`src/rtl/cht_pkg.sv`:
```
// Shared types, field widths and codes for the chained hash table.
package cht_pkg;

    localparam int KEY_W = 16;
    localparam int QTY_W = 16;
    localparam int REQ_W = 2;
    localparam int ST_W  = 2;

    localparam int BUCKETS_DEF = 16;
    localparam int WAYS_DEF    = 4;

    // Request codes.
    localparam logic [REQ_W-1:0] REQ_INSERT = 2'd0;
    localparam logic [REQ_W-1:0] REQ_SEARCH = 2'd1;
    localparam logic [REQ_W-1:0] REQ_DELETE = 2'd2;

    // Status codes.
    localparam logic [ST_W-1:0] ST_OK        = 2'd0;
    localparam logic [ST_W-1:0] ST_NOT_FOUND = 2'd1;
    localparam logic [ST_W-1:0] ST_FULL      = 2'd2;

    typedef struct packed {
        logic [REQ_W-1:0] req_type;
        logic [KEY_W-1:0] key;
        logic [QTY_W-1:0] quantity_in;
    } req_t;

    typedef struct packed {
        logic [ST_W-1:0]  status;
        logic [QTY_W-1:0] quantity_out;
    } rsp_t;

endpackage

```
`src/rtl/cht_index.sv`:
```
// Pipelined key modulo BUCKETS unit built on a reciprocal multiply.
module cht_index #(
    parameter int BUCKETS = cht_pkg::BUCKETS_DEF
) (
    input  logic                         clk,
    input  logic                         rst_n,
    input  logic                         in_valid,
    input  logic [cht_pkg::KEY_W-1:0]    key,
    output logic                         out_valid,
    output logic [$clog2(BUCKETS)-1:0]   bucket
);
    import cht_pkg::*;

    localparam int BIDX_W = $clog2(BUCKETS);
    localparam int REM_W  = KEY_W + 1;
    localparam logic [63:0] RECIP64 = 64'h1_0000_0000 / 64'(BUCKETS);
    localparam logic [31:0] RECIP   = RECIP64[31:0];
    localparam logic [REM_W-1:0] BUCKETS_R = REM_W'(BUCKETS);

    logic                  v1_reg, v2_reg, v3_reg;
    logic [KEY_W-1:0]      key1_reg, key2_reg;
    logic [KEY_W+31:0]     prod_reg;
    logic [REM_W-1:0]      qb_reg;
    logic [BIDX_W-1:0]     bucket_reg;
    logic [KEY_W-1:0]      q_est;
    logic [KEY_W+REM_W-1:0] qb_full;
    logic [REM_W-1:0]      rem_raw;
    logic [REM_W-1:0]      rem_fix;

    // The estimated quotient is low by at most one, so one subtract corrects it.
    always_comb
    begin
        q_est   = prod_reg[KEY_W+31:32];
        qb_full = q_est * BUCKETS_R;
        rem_raw = {1'b0, key2_reg} - qb_reg;
        rem_fix = (rem_raw >= BUCKETS_R) ? (rem_raw - BUCKETS_R) : rem_raw;
    end

    // Valid bits of the three stages.
    always_ff @(posedge clk or negedge rst_n)
    begin
        if (!rst_n)
        begin
            v1_reg <= 1'b0;
            v2_reg <= 1'b0;
            v3_reg <= 1'b0;
        end
        else
        begin
            v1_reg <= in_valid;
            v2_reg <= v1_reg;
            v3_reg <= v2_reg;
        end
    end

    // Datapath: multiply by reciprocal, multiply back, subtract and correct.
    always_ff @(posedge clk)
    begin
        key1_reg   <= key;
        prod_reg   <= key * RECIP;
        key2_reg   <= key1_reg;
        qb_reg     <= qb_full[REM_W-1:0];
        bucket_reg <= rem_fix[BIDX_W-1:0];
    end

    assign out_valid = v3_reg;
    assign bucket    = bucket_reg;

endmodule

```
`src/rtl/cht_ram.sv`:
```
// Bucket row memory with one write port and one registered read port.
module cht_ram #(
    parameter int DEPTH = cht_pkg::BUCKETS_DEF,
    parameter int WIDTH = 32
) (
    input  logic                     clk,
    input  logic                     rd_en,
    input  logic [$clog2(DEPTH)-1:0] rd_addr,
    output logic [WIDTH-1:0]         rd_data,
    input  logic                     wr_en,
    input  logic [$clog2(DEPTH)-1:0] wr_addr,
    input  logic [WIDTH-1:0]         wr_data
);
    import cht_pkg::*;

    logic [WIDTH-1:0] mem [DEPTH];
    logic [WIDTH-1:0] rd_data_reg;

    // Write port.
    always_ff @(posedge clk)
    begin
        if (wr_en)
        begin
            mem[wr_addr] <= wr_data;
        end
    end

    // Registered read port, loaded while rd_en is high.
    always_ff @(posedge clk)
    begin
        if (rd_en)
        begin
            rd_data_reg <= mem[rd_addr];
        end
    end

    assign rd_data = rd_data_reg;

endmodule

```
`src/rtl/chained_hash_table.sv`:
```
// Top level of the chained hash table: request control, bucket update and results.
//
// A request transfers when start is high and busy is low. Its bucket is key modulo
// BUCKETS, found in a three-stage reciprocal multiply unit; the bucket's row (fill
// count, keys and quantities of all WAYS entries) is then read from one memory,
// compared across all ways at once, and the shifted row is written back in the same
// cycle that the result is registered. Each request passes from transfer to result
// through the index unit, then the memory read, then the update. The result is
// shown for one cycle with done high and must be taken then; busy is low in that
// cycle, so the next request can transfer together with it. After reset the block
// runs a clearing pass that writes a zero row to every bucket, with busy high,
// before it takes the first request.
module chained_hash_table #(
    parameter int BUCKETS = cht_pkg::BUCKETS_DEF,
    parameter int WAYS    = cht_pkg::WAYS_DEF
) (
    input  logic          clk,
    input  logic          rst_n,
    input  logic          start,
    output logic          busy,
    input  cht_pkg::req_t req,
    output logic          done,
    output cht_pkg::rsp_t rsp
);
    import cht_pkg::*;

    localparam int BIDX_W = $clog2(BUCKETS);
    localparam int FILL_W = $clog2(WAYS + 1);
    localparam int WAY_W  = (WAYS > 1) ? $clog2(WAYS) : 1;
    localparam int ROW_W  = FILL_W + WAYS * (KEY_W + QTY_W);
    localparam logic [FILL_W-1:0] FILL_MAX = FILL_W'(WAYS);
    localparam logic [BIDX_W-1:0] LAST_BKT = BIDX_W'(BUCKETS - 1);

    typedef enum logic [1:0] {S_CLEAR, S_IDLE, S_INDEX, S_UPDATE} state_t;

    state_t               state_reg;
    logic [BIDX_W-1:0]    clr_reg;
    logic [BIDX_W-1:0]    bucket_reg;
    req_t                 req_reg;
    logic                 done_reg;
    rsp_t                 rsp_reg;

    logic                 accept;
    logic                 idx_valid;
    logic [BIDX_W-1:0]    idx_bucket;
    logic [ROW_W-1:0]     rd_data;
    logic                 wr_en;
    logic [BIDX_W-1:0]    wr_addr;
    logic [ROW_W-1:0]     wr_data;

    logic [FILL_W-1:0]                old_fill;
    logic [WAYS-1:0][KEY_W-1:0]       old_keys;
    logic [WAYS-1:0][QTY_W-1:0]       old_qty;
    logic [WAYS-1:0][KEY_W-1:0]       new_keys;
    logic [WAYS-1:0][QTY_W-1:0]       new_qty;
    logic [FILL_W-1:0]                new_fill;
    logic [WAYS-1:0]                  hit;
    logic                             found;
    logic [WAY_W-1:0]                 hit_way;
    logic                             upd_write;
    rsp_t                             upd_rsp;

    assign accept = start && !busy;
    assign busy   = (state_reg != S_IDLE);

    cht_index #(
        .BUCKETS (BUCKETS)
    ) u_index (
        .clk       (clk),
        .rst_n     (rst_n),
        .in_valid  (accept),
        .key       (req.key),
        .out_valid (idx_valid),
        .bucket    (idx_bucket)
    );

    cht_ram #(
        .DEPTH (BUCKETS),
        .WIDTH (ROW_W)
    ) u_ram (
        .clk     (clk),
        .rd_en   (idx_valid),
        .rd_addr (idx_bucket),
        .rd_data (rd_data),
        .wr_en   (wr_en),
        .wr_addr (wr_addr),
        .wr_data (wr_data)
    );

    // Unpack the bucket row and find the newest matching live entry.
    always_comb
    begin
        old_fill = rd_data[ROW_W-1 -: FILL_W];
        old_qty  = rd_data[WAYS*(KEY_W+QTY_W)-1 : WAYS*KEY_W];
        old_keys = rd_data[WAYS*KEY_W-1 : 0];
        found    = 1'b0;
        hit_way  = '0;
        for (int w = 0; w < WAYS; w++)
        begin
            hit[w] = (FILL_W'(w) < old_fill) && (old_keys[w] == req_reg.key);
        end
        for (int w = WAYS - 1; w >= 0; w--)
        begin
            if (hit[w])
            begin
                found   = 1'b1;
                hit_way = WAY_W'(w);
            end
        end
    end

    // Build the new row and the result for the request in hand.
    always_comb
    begin
        new_keys  = old_keys;
        new_qty   = old_qty;
        new_fill  = old_fill;
        upd_write = 1'b0;
        upd_rsp   = '{status: ST_NOT_FOUND, quantity_out: '0};
        unique case (req_reg.req_type)
            REQ_INSERT:
            begin
                if (old_fill >= FILL_MAX)
                begin
                    upd_rsp.status = ST_FULL;
                end
                else
                begin
                    new_keys[0] = req_reg.key;
                    new_qty[0]  = req_reg.quantity_in;
                    for (int i = 1; i < WAYS; i++)
                    begin
                        new_keys[i] = old_keys[i-1];
                        new_qty[i]  = old_qty[i-1];
                    end
                    new_fill       = old_fill + 1'b1;
                    upd_write      = 1'b1;
                    upd_rsp.status = ST_OK;
                end
            end
            REQ_SEARCH:
            begin
                if (found)
                begin
                    upd_rsp.status       = ST_OK;
                    upd_rsp.quantity_out = old_qty[hit_way];
                end
            end
            REQ_DELETE:
            begin
                if (found)
                begin
                    for (int i = 0; i < WAYS - 1; i++)
                    begin
                        if (WAY_W'(i) >= hit_way)
                        begin
                            new_keys[i] = old_keys[i+1];
                            new_qty[i]  = old_qty[i+1];
                        end
                    end
                    new_fill       = old_fill - 1'b1;
                    upd_write      = 1'b1;
                    upd_rsp.status = ST_OK;
                end
            end
            default:
            begin
                upd_rsp.status = ST_NOT_FOUND;
            end
        endcase
    end

    // Memory write: zero rows during the clearing pass, updated rows afterwards.
    always_comb
    begin
        if (state_reg == S_CLEAR)
        begin
            wr_en   = 1'b1;
            wr_addr = clr_reg;
            wr_data = '0;
        end
        else
        begin
            wr_en   = (state_reg == S_UPDATE) && upd_write;
            wr_addr = bucket_reg;
            wr_data = {new_fill, new_qty, new_keys};
        end
    end

    // Request sequencer with registered result.
    always_ff @(posedge clk or negedge rst_n)
    begin
        if (!rst_n)
        begin
            state_reg  <= S_CLEAR;
            clr_reg    <= '0;
            bucket_reg <= '0;
            req_reg    <= '0;
            done_reg   <= 1'b0;
            rsp_reg    <= '0;
        end
        else
        begin
            done_reg <= 1'b0;
            unique case (state_reg)
                S_CLEAR:
                begin
                    clr_reg <= clr_reg + 1'b1;
                    if (clr_reg == LAST_BKT)
                    begin
                        state_reg <= S_IDLE;
                    end
                end
                S_IDLE:
                begin
                    if (accept)
                    begin
                        req_reg   <= req;
                        state_reg <= S_INDEX;
                    end
                end
                S_INDEX:
                begin
                    if (idx_valid)
                    begin
                        bucket_reg <= idx_bucket;
                        state_reg  <= S_UPDATE;
                    end
                end
                S_UPDATE:
                begin
                    rsp_reg   <= upd_rsp;
                    done_reg  <= 1'b1;
                    state_reg <= S_IDLE;
                end
                default:
                begin
                    state_reg <= S_IDLE;
                end
            endcase
        end
    end

    assign done = done_reg;
    assign rsp  = rsp_reg;

    // A transfer always makes the block busy in the next cycle.
    a_accept_busy: assert property (@(posedge clk) disable iff (!rst_n)
        accept |=> busy)
        else $error("block not busy after a request transfer");

    // Only an insert can report a full bucket.
    a_full_insert: assert property (@(posedge clk) disable iff (!rst_n)
        done && (rsp_reg.status == ST_FULL) |-> req_reg.req_type == REQ_INSERT)
        else $error("full status on a request other than insert");

    // A nonzero quantity comes only from a successful search.
    a_qty_search: assert property (@(posedge clk) disable iff (!rst_n)
        done && (rsp_reg.quantity_out != '0)
            |-> (req_reg.req_type == REQ_SEARCH) && (rsp_reg.status == ST_OK))
        else $error("quantity returned on a request that is not a found search");

    // The index unit delivers a bucket only while the sequencer waits for it.
    a_idx_wait: assert property (@(posedge clk) disable iff (!rst_n)
        idx_valid |-> state_reg == S_INDEX)
        else $error("bucket index delivered outside the index wait");

endmodule
```
`config.mk`:
```
export PLATFORM = sky130hd
export DESIGN_NAME = chained_hash_table
export DESIGN_NICKNAME = d
export VERILOG_FILES = /design/src/rtl/cht_pkg.sv /design/src/rtl/cht_index.sv /design/src/rtl/cht_ram.sv /design/src/rtl/chained_hash_table.sv
export SDC_FILE = /design/constraint.sdc
export NUM_CORES = 2
export LEC_CHECK = 0
export BUFFER_PORTS_ARGS = -buffer_cell sky130_fd_sc_hd__buf_2
export CAP_MARGIN = 10
export CORE_ASPECT_RATIO = 0.75
export CORE_MARGIN = 5
export CORE_UTILIZATION = 36
export DETAILED_ROUTE_END_ITERATION = 8
export GPL_TIMING_DRIVEN = 0
export SYNTH_ARGS = -nofsm -noshare
export SYNTH_HDL_FRONTEND = slang
export SYNTH_SLANG_ARGS = --single-unit
```
`constraint.sdc`:
```
create_clock -name clk -period 9.95 [get_ports clk]
set_clock_uncertainty 0.05 [all_clocks]
set_input_delay 1.99 -clock clk [delete_from_list [all_inputs] [get_ports clk]]
set_output_delay 1.99 -clock clk [all_outputs]
set_load 0.02 [all_outputs]
```
* After elaboration in Yosys (flattened, before gate mapping)
Memories as Yosys holds them, arrays and structs flattened. A register that Yosys moved wholly into a read port is not among the register bits. Index checks and enable logic that the tools add are counted.
Storage, ports and cells: memory bits (writable) 2096, bits in registers 114, word-level logic and storage cells 104, memories 1, input port bits 37, output and inout bits 20
Memories:
- u_ram.mem | depth 16, bits a word 131, rd ports 1, clocked after memory_dff 1, write ports 1, line cht_ram.sv:16 | logic [WIDTH-1:0] mem [DEPTH];
Operators by class: reductions and logical operators 12, multiplexer cells 46, $add $sub $neg 5, equal/unequal tests 14, $lt $le $gt $ge 10
Operator list (count):
- $pmux 48 s2 | 2
- $mux 16 | 10
- $mux 131 | 1
- $mux 64 | 2
- $mux 48 | 2
- $eq 16x16->1 | 4
- $bmux 16 s2 | 1
- $ge 17x5->1 const B | 1
- $mux 17 | 1
- $sub 16x16->17 | 1
- $mux 2 | 8
- $mux 1 | 11
- $mux 4 | 2
- $ne 2x1->1 const B | 4
- $pmux 2 s4 | 1
- $eq 2x2->1 const B | 3
- $logic_and 1x1->1 | 6
- $lt 1x3->1 const A | 2
- $lt 2x3->1 const A | 2
- $mux 3 | 2
- $pmux 2 s3 | 1
- $pmux 3 s2 | 1
- $add 4x1->4 const B | 1
- $eq 2x1->1 const B | 2
- 13 further kinds | 16

* Depth between registers and ports, before layout
word-level depth 12, gate-level depth with buffers 12

* Hierarchy
From an unflattened synthesis, not the netlist that was laid out.
Unflattened totals: cell total of the unflattened synthesis 4597, area total of the unflattened synthesis 91012.3 um^2
By module, submodules not included:
- cht_ram | seq. area each 66874.1 um^2, times used 1, cells each 3419, area each 82648.0 um^2
- chained_hash_table | seq. area each 1576.5 um^2, times used 1, cells each 1163, area each 8049.0 um^2
- cht_index | seq. area each 315.3 um^2, times used 1, cells each 15, area each 315.3 um^2

* Least setup slack after synthesis
OpenSTA, ideal clock, no wires.
path kind flip-flop to flip-flop, from register req_reg[23] (netlist name), to memory u_ram.mem[10][0] (netlist name), enable pin, slack 2107 ps, cell stages (with the launch flop) 9, buffers on the path 1, clock period less this slack 7843 ps, setup time 623 ps, required time 9277 ps, arrival 7169 ps, cells stage by stage dfrtp_1 -> clkbuf_1 -> xnor2_1 -> nand4_1 -> nor4b_1 -> nand4bb_1 -> o41ai_1 -> a21oi_1 -> nor2_1
On the way: cells in the longest elaborated chain, start to end 12, elaborated cells on any way between the ends 18, classes of those cells eq/ne: 4; mux: 9; reduce/logical: 5
RTL lines:
- from (decl) | line chained_hash_table.sv:39 | req_t req_reg;
- from (signal assigned) | line chained_hash_table.sv:218 | req_reg <= req;
- $eq 16x16->1 | line chained_hash_table.sv:100 | hit[w] = (FILL_W'(w) < old_fill) && (old_keys[w] == req_reg.key);
- $logic_and 1x1->1 | line chained_hash_table.sv:100
- $mux 1 (3 in a row) | line chained_hash_table.sv:104 | if (hit[w])
- $mux 1 * | line chained_hash_table.sv:104
- $mux 1 * | line chained_hash_table.sv:151 | if (found)
- $pmux 1 s2 * | line chained_hash_table.sv:120 | unique case (req_reg.req_type)
- $logic_and 1x1->1 * | line chained_hash_table.sv:184 | wr_en = (state_reg == S_UPDATE) && upd_write;
- $mux 1 * | line chained_hash_table.sv:176 | if (state_reg == S_CLEAR)
- $mux 1 * | line cht_ram.sv:22 | if (wr_en)
- $mux 1 (implied by the code) * | line cht_ram.sv:24 | mem[wr_addr] <= wr_data;
- to (decl) | line cht_ram.sv:16
Every way passes the cells marked *; elsewhere a longest branch is shown, timed or not.

* Worst setup path in the final report
from register req_reg[20] (netlist name), to memory u_ram.mem[3][38] (netlist name) (data pin)
On the way: cells in the longest elaborated chain, start to end 11, elaborated cells on any way between the ends 21, classes of those cells order compare: 1; eq/ne: 4; mux: 12; reduce/logical: 4
RTL lines:
- $eq 16x16->1 | line chained_hash_table.sv:100
- $logic_and 1x1->1 | line chained_hash_table.sv:100
- $mux 2 (4 in a row) | line chained_hash_table.sv:104
- $ge 2x2->1 | line chained_hash_table.sv:155 | if (WAY_W'(i) >= hit_way)
- $mux 16 | line chained_hash_table.sv:155
- $mux 48 * | line chained_hash_table.sv:151
- $pmux 48 s2 * | line chained_hash_table.sv:120
- $mux 131 * | line chained_hash_table.sv:176
- net u_ram.wr_data[38] | line cht_ram.sv:12 | input logic [WIDTH-1:0] wr_data
The timed path passes the listed nets; every way through them passes the cells marked *.

==> results_dict.tcl <==
set metrics [dict create \
    ys_ff_latch 2305 \
    fillCellCount 21350 \
    cts_buffers 214 \
    drt_iter0_drc 6510 \
    hold_buffers 0 \
    die_y_um 443 \
    clkTransAtPathRegs_ns 0.06 \
    gp_congestion 0.870 \
    dpl-instance-area_mm2 0.0981 \
    wl_per_cell_um 31.1 \
    synth_top_area_share_pct 74.2 \
    final-hold-violation-count 0 \
    drive_gt1_share_pct 29.6 \
    yosysUniqueCellTypes 65 \
    dpl.cell_count 7614 \
    required_ns 10.39 \
    rows 159 \
    clock-root-buffer "clkbuf_16" \
    status "complete, no violations" \
    synth_flop_cell "edfxtp_1" \
    drc 0 \
    p_leak_nw 32.8 \
    setup_viol 0 \
    start_kind "flop" \
    cp-end-kind "flop" \
    dp_hpwl_mm 168 \
    power_frac_seq_pct 50.3 \
    start_util_pct 36.1 \
    rsz0062_at_grt "no" \
    yosysSeqAreaShare_pct 76.3 \
    cts.htree.levels 4 \
    grt_overflow_total 0 \
    grt_max_degree 54 \
    finalPower_mw 27.8 \
    firstDrtPassIters 5 \
    grt_pass1_vias 45392 \
    design_area_mm2 0.105 \
    power_density_mw_per_mm2 264 \
    hp-class "reg2reg" \
    cts_buffer_depth 3 \
    multi_input_area_mm2 0.0208 \
    drt-total-wl_mm 251 \
    maxSlewViolCount 0 \
    die_x_um 588 \
    yosys.area.top_type "edfxtp_1" \
    fin_crit_ns 4.82 \
    tns_ns 0 \
    syn_area_mm2 0.0902 \
    tightest_slew_ns 1.31 \
    syn_inst 4086 \
    cts_resized 0 \
    yosys_warnings 0 \
    regArea_mm2 0.0688 \
    post_cts_buffers 0 \
    cap_violations 0 \
    p_switching_mw 8.21 \
    synthArstFlopShare_pct 2.86 \
    die_area_mm2 0.261 \
    track_usage_pct 18.9 \
    portBuffers 56 \
    nNetsFinal 4609 \
    netSwitchingFraction_pct 29.5 \
    area_delta_synth_final_pct 16.9 \
    synth_edf_count 2227 \
    final_cells 8057 \
    grt_pass1_wl_mm 352 \
    slew_headroom_pct 12.4 \
    cts.sinks 2305 \
    ioPinCount 57 \
    core-area_mm2 0.250 \
    via_count 46169 \
    drt-vias-per-instance 5.73 \
    combinationalPowerShare_pct 20.9 \
    peakVddDrop_mv 0.247 \
    arrival_ns 5.26 \
    fmaxAchievable_mhz 208 \
    cts_tree "done" \
    finalCritPeriodShare_pct 48.4 \
    clk_latency_ns 0.85 \
    internal_power_mw 19.6 \
    syn_avg_cell_area_um2 22.1 \
    crit_path_max_fanout 16 \
    syn-num-nets 4131 \
    clkPwrFrac_pct 28.8 \
    largest_reg_flops 2096 \
    antenna_found_initial 5 \
    ant_nets 0 \
    crit_type "reg2reg" \
    synth_area_leaders "edfxtp_1, mux4_2, dfrtp_1" \
]
[power groups by stage]
stage / sequential [mW] / combinational (mW) / clock (mW)
3_5_place_dp: 14.2 / 5.64 / 0
5_1_grt: 14.0 / 6.13 / 8.56
2_1_floorplan: 14.1 / 2.91 / 0
3_3_place_gp: 14.7 / 4.67 / 0
4_1_cts: 14.0 / 5.65 / 8.14
6_report: 14.0 / 5.81 / 8.01
[final cells by class]
class                           count  area share, %
Inverter                           32          0.114
Clock buffer                      268           5.34
Clock inverter                    137           1.11
Antenna cell                        4        0.00950
Tap cell                         3300           3.92
Buffer                            251          0.940
Multi-Input combinational cell   1498           19.7
Timing Repair Buffer              262           3.61
Sequential cell                  2305           65.3
[final timing paths]
check                                startpoint                   to  slack [ns]  cells past startpoint
max                                 req_reg[20]     u_ram.mem[3][38]        5.13                     10
min                        u_index.prod_reg[28]  u_index.key2_reg[0]        0.28                      0
max reg2reg                         req_reg[20]     u_ram.mem[3][38]        5.13                     10
min reg2reg                u_index.prod_reg[28]  u_index.key2_reg[0]        0.28                      0
max in group asynchronous                 rst_n           req_reg[4]        8.30                      2
min in group asynchronous                 rst_n          req_reg[30]        0.95                      1
[per-layer routing]
layer  routed length [um]  share of wire, %  vias up  track usage (%)
met1               107000                42    24991             28.3
met5                    0                 0        -                0
met3                24600               9.8      397             3.91
li1                     -                 -    18262                -
met2               113000                45     2519             28.1
met4                 6870               2.7        0             4.91
[synth_stat cells, types with 17 or more instances]
master,instances
mux2i_1,24
nor3b_1,17
inv_1,31
nor2_1,133
buf_1,44
nor3_1,25
nand3b_1,18
edfxtp_1,2227
a211oi_1,57
xnor2_1,37
mux2_2,70
a21oi_1,68
o2bb2ai_1,31
mux4_2,647
dfrtp_1,66
a22oi_1,31
xor2_1,27
o22ai_1,49
nand2_1,123
clkbuf_1,190
[metrics by stage]
step,setup slack [ns],util (%),hold WS [ns]
detailed placement,5.01,39.2,0.262
CTS,4.94,42.0,0.277
floorplan,2.11,-,0.260
global placement,-6.63,37.9,0.260
global route,4.99,42.2,0.282
finish,5.13,42.2,0.277
[critical path, cell delays in order, from the launching register on]
cell and delay [ns]:
dfrtp_1 0.33, clkbuf_1 0.46, xnor2_1 0.21, nand4_1 0.16, or2_0 0.27, or4_1 0.59, buf_2 0.26, a31oi_2 0.71
buf_2 0.35, a22oi_1 0.11, o2bb2ai_1 0.94
[cell families (layout without fill, tap and decap cells)]
logic type | after synthesis | count (layout) | share of synthesized area [%]
mux | 741 | 741 | 17.3
fa+ha+maj | 9 | 9 | 0.122
flops | 2305 | 2305 | 76.3
xor+xnor | 66 | 66 | 0.658
other cells | 0 | 4 | 0
compound gates | 295 | 295 | 2.40
buf+inv | 283 | 950 | 1.22
simple gates | 387 | 387 | 2.04
[cell usage in the layout, fill, tap and decap left out, types with 31 or more instances in the layout]
cell type / synthesis / routed
buf_1: 44 / 44
dfrtp_1: 66 / 65
clkbuf_1: 190 / 232
mux4_2: 647 / 647
buf_12: 0 / 94
a21oi_1: 68 / 67
xnor2_1: 37 / 37
nor2_1: 133 / 117
inv_1: 31 / 31
buf_6: 3 / 40
clkinv_2: 0 / 36
a22oi_1: 31 / 31
edfxtp_1: 2227 / 2227
clkbuf_16: 0 / 216
a211oi_2: 0 / 41
buf_2: 14 / 77
o22ai_1: 49 / 49
mux2_2: 70 / 70
clkinv_1: 0 / 60
nand2_1: 123 / 123
Power figures use the tool's default switching activity.
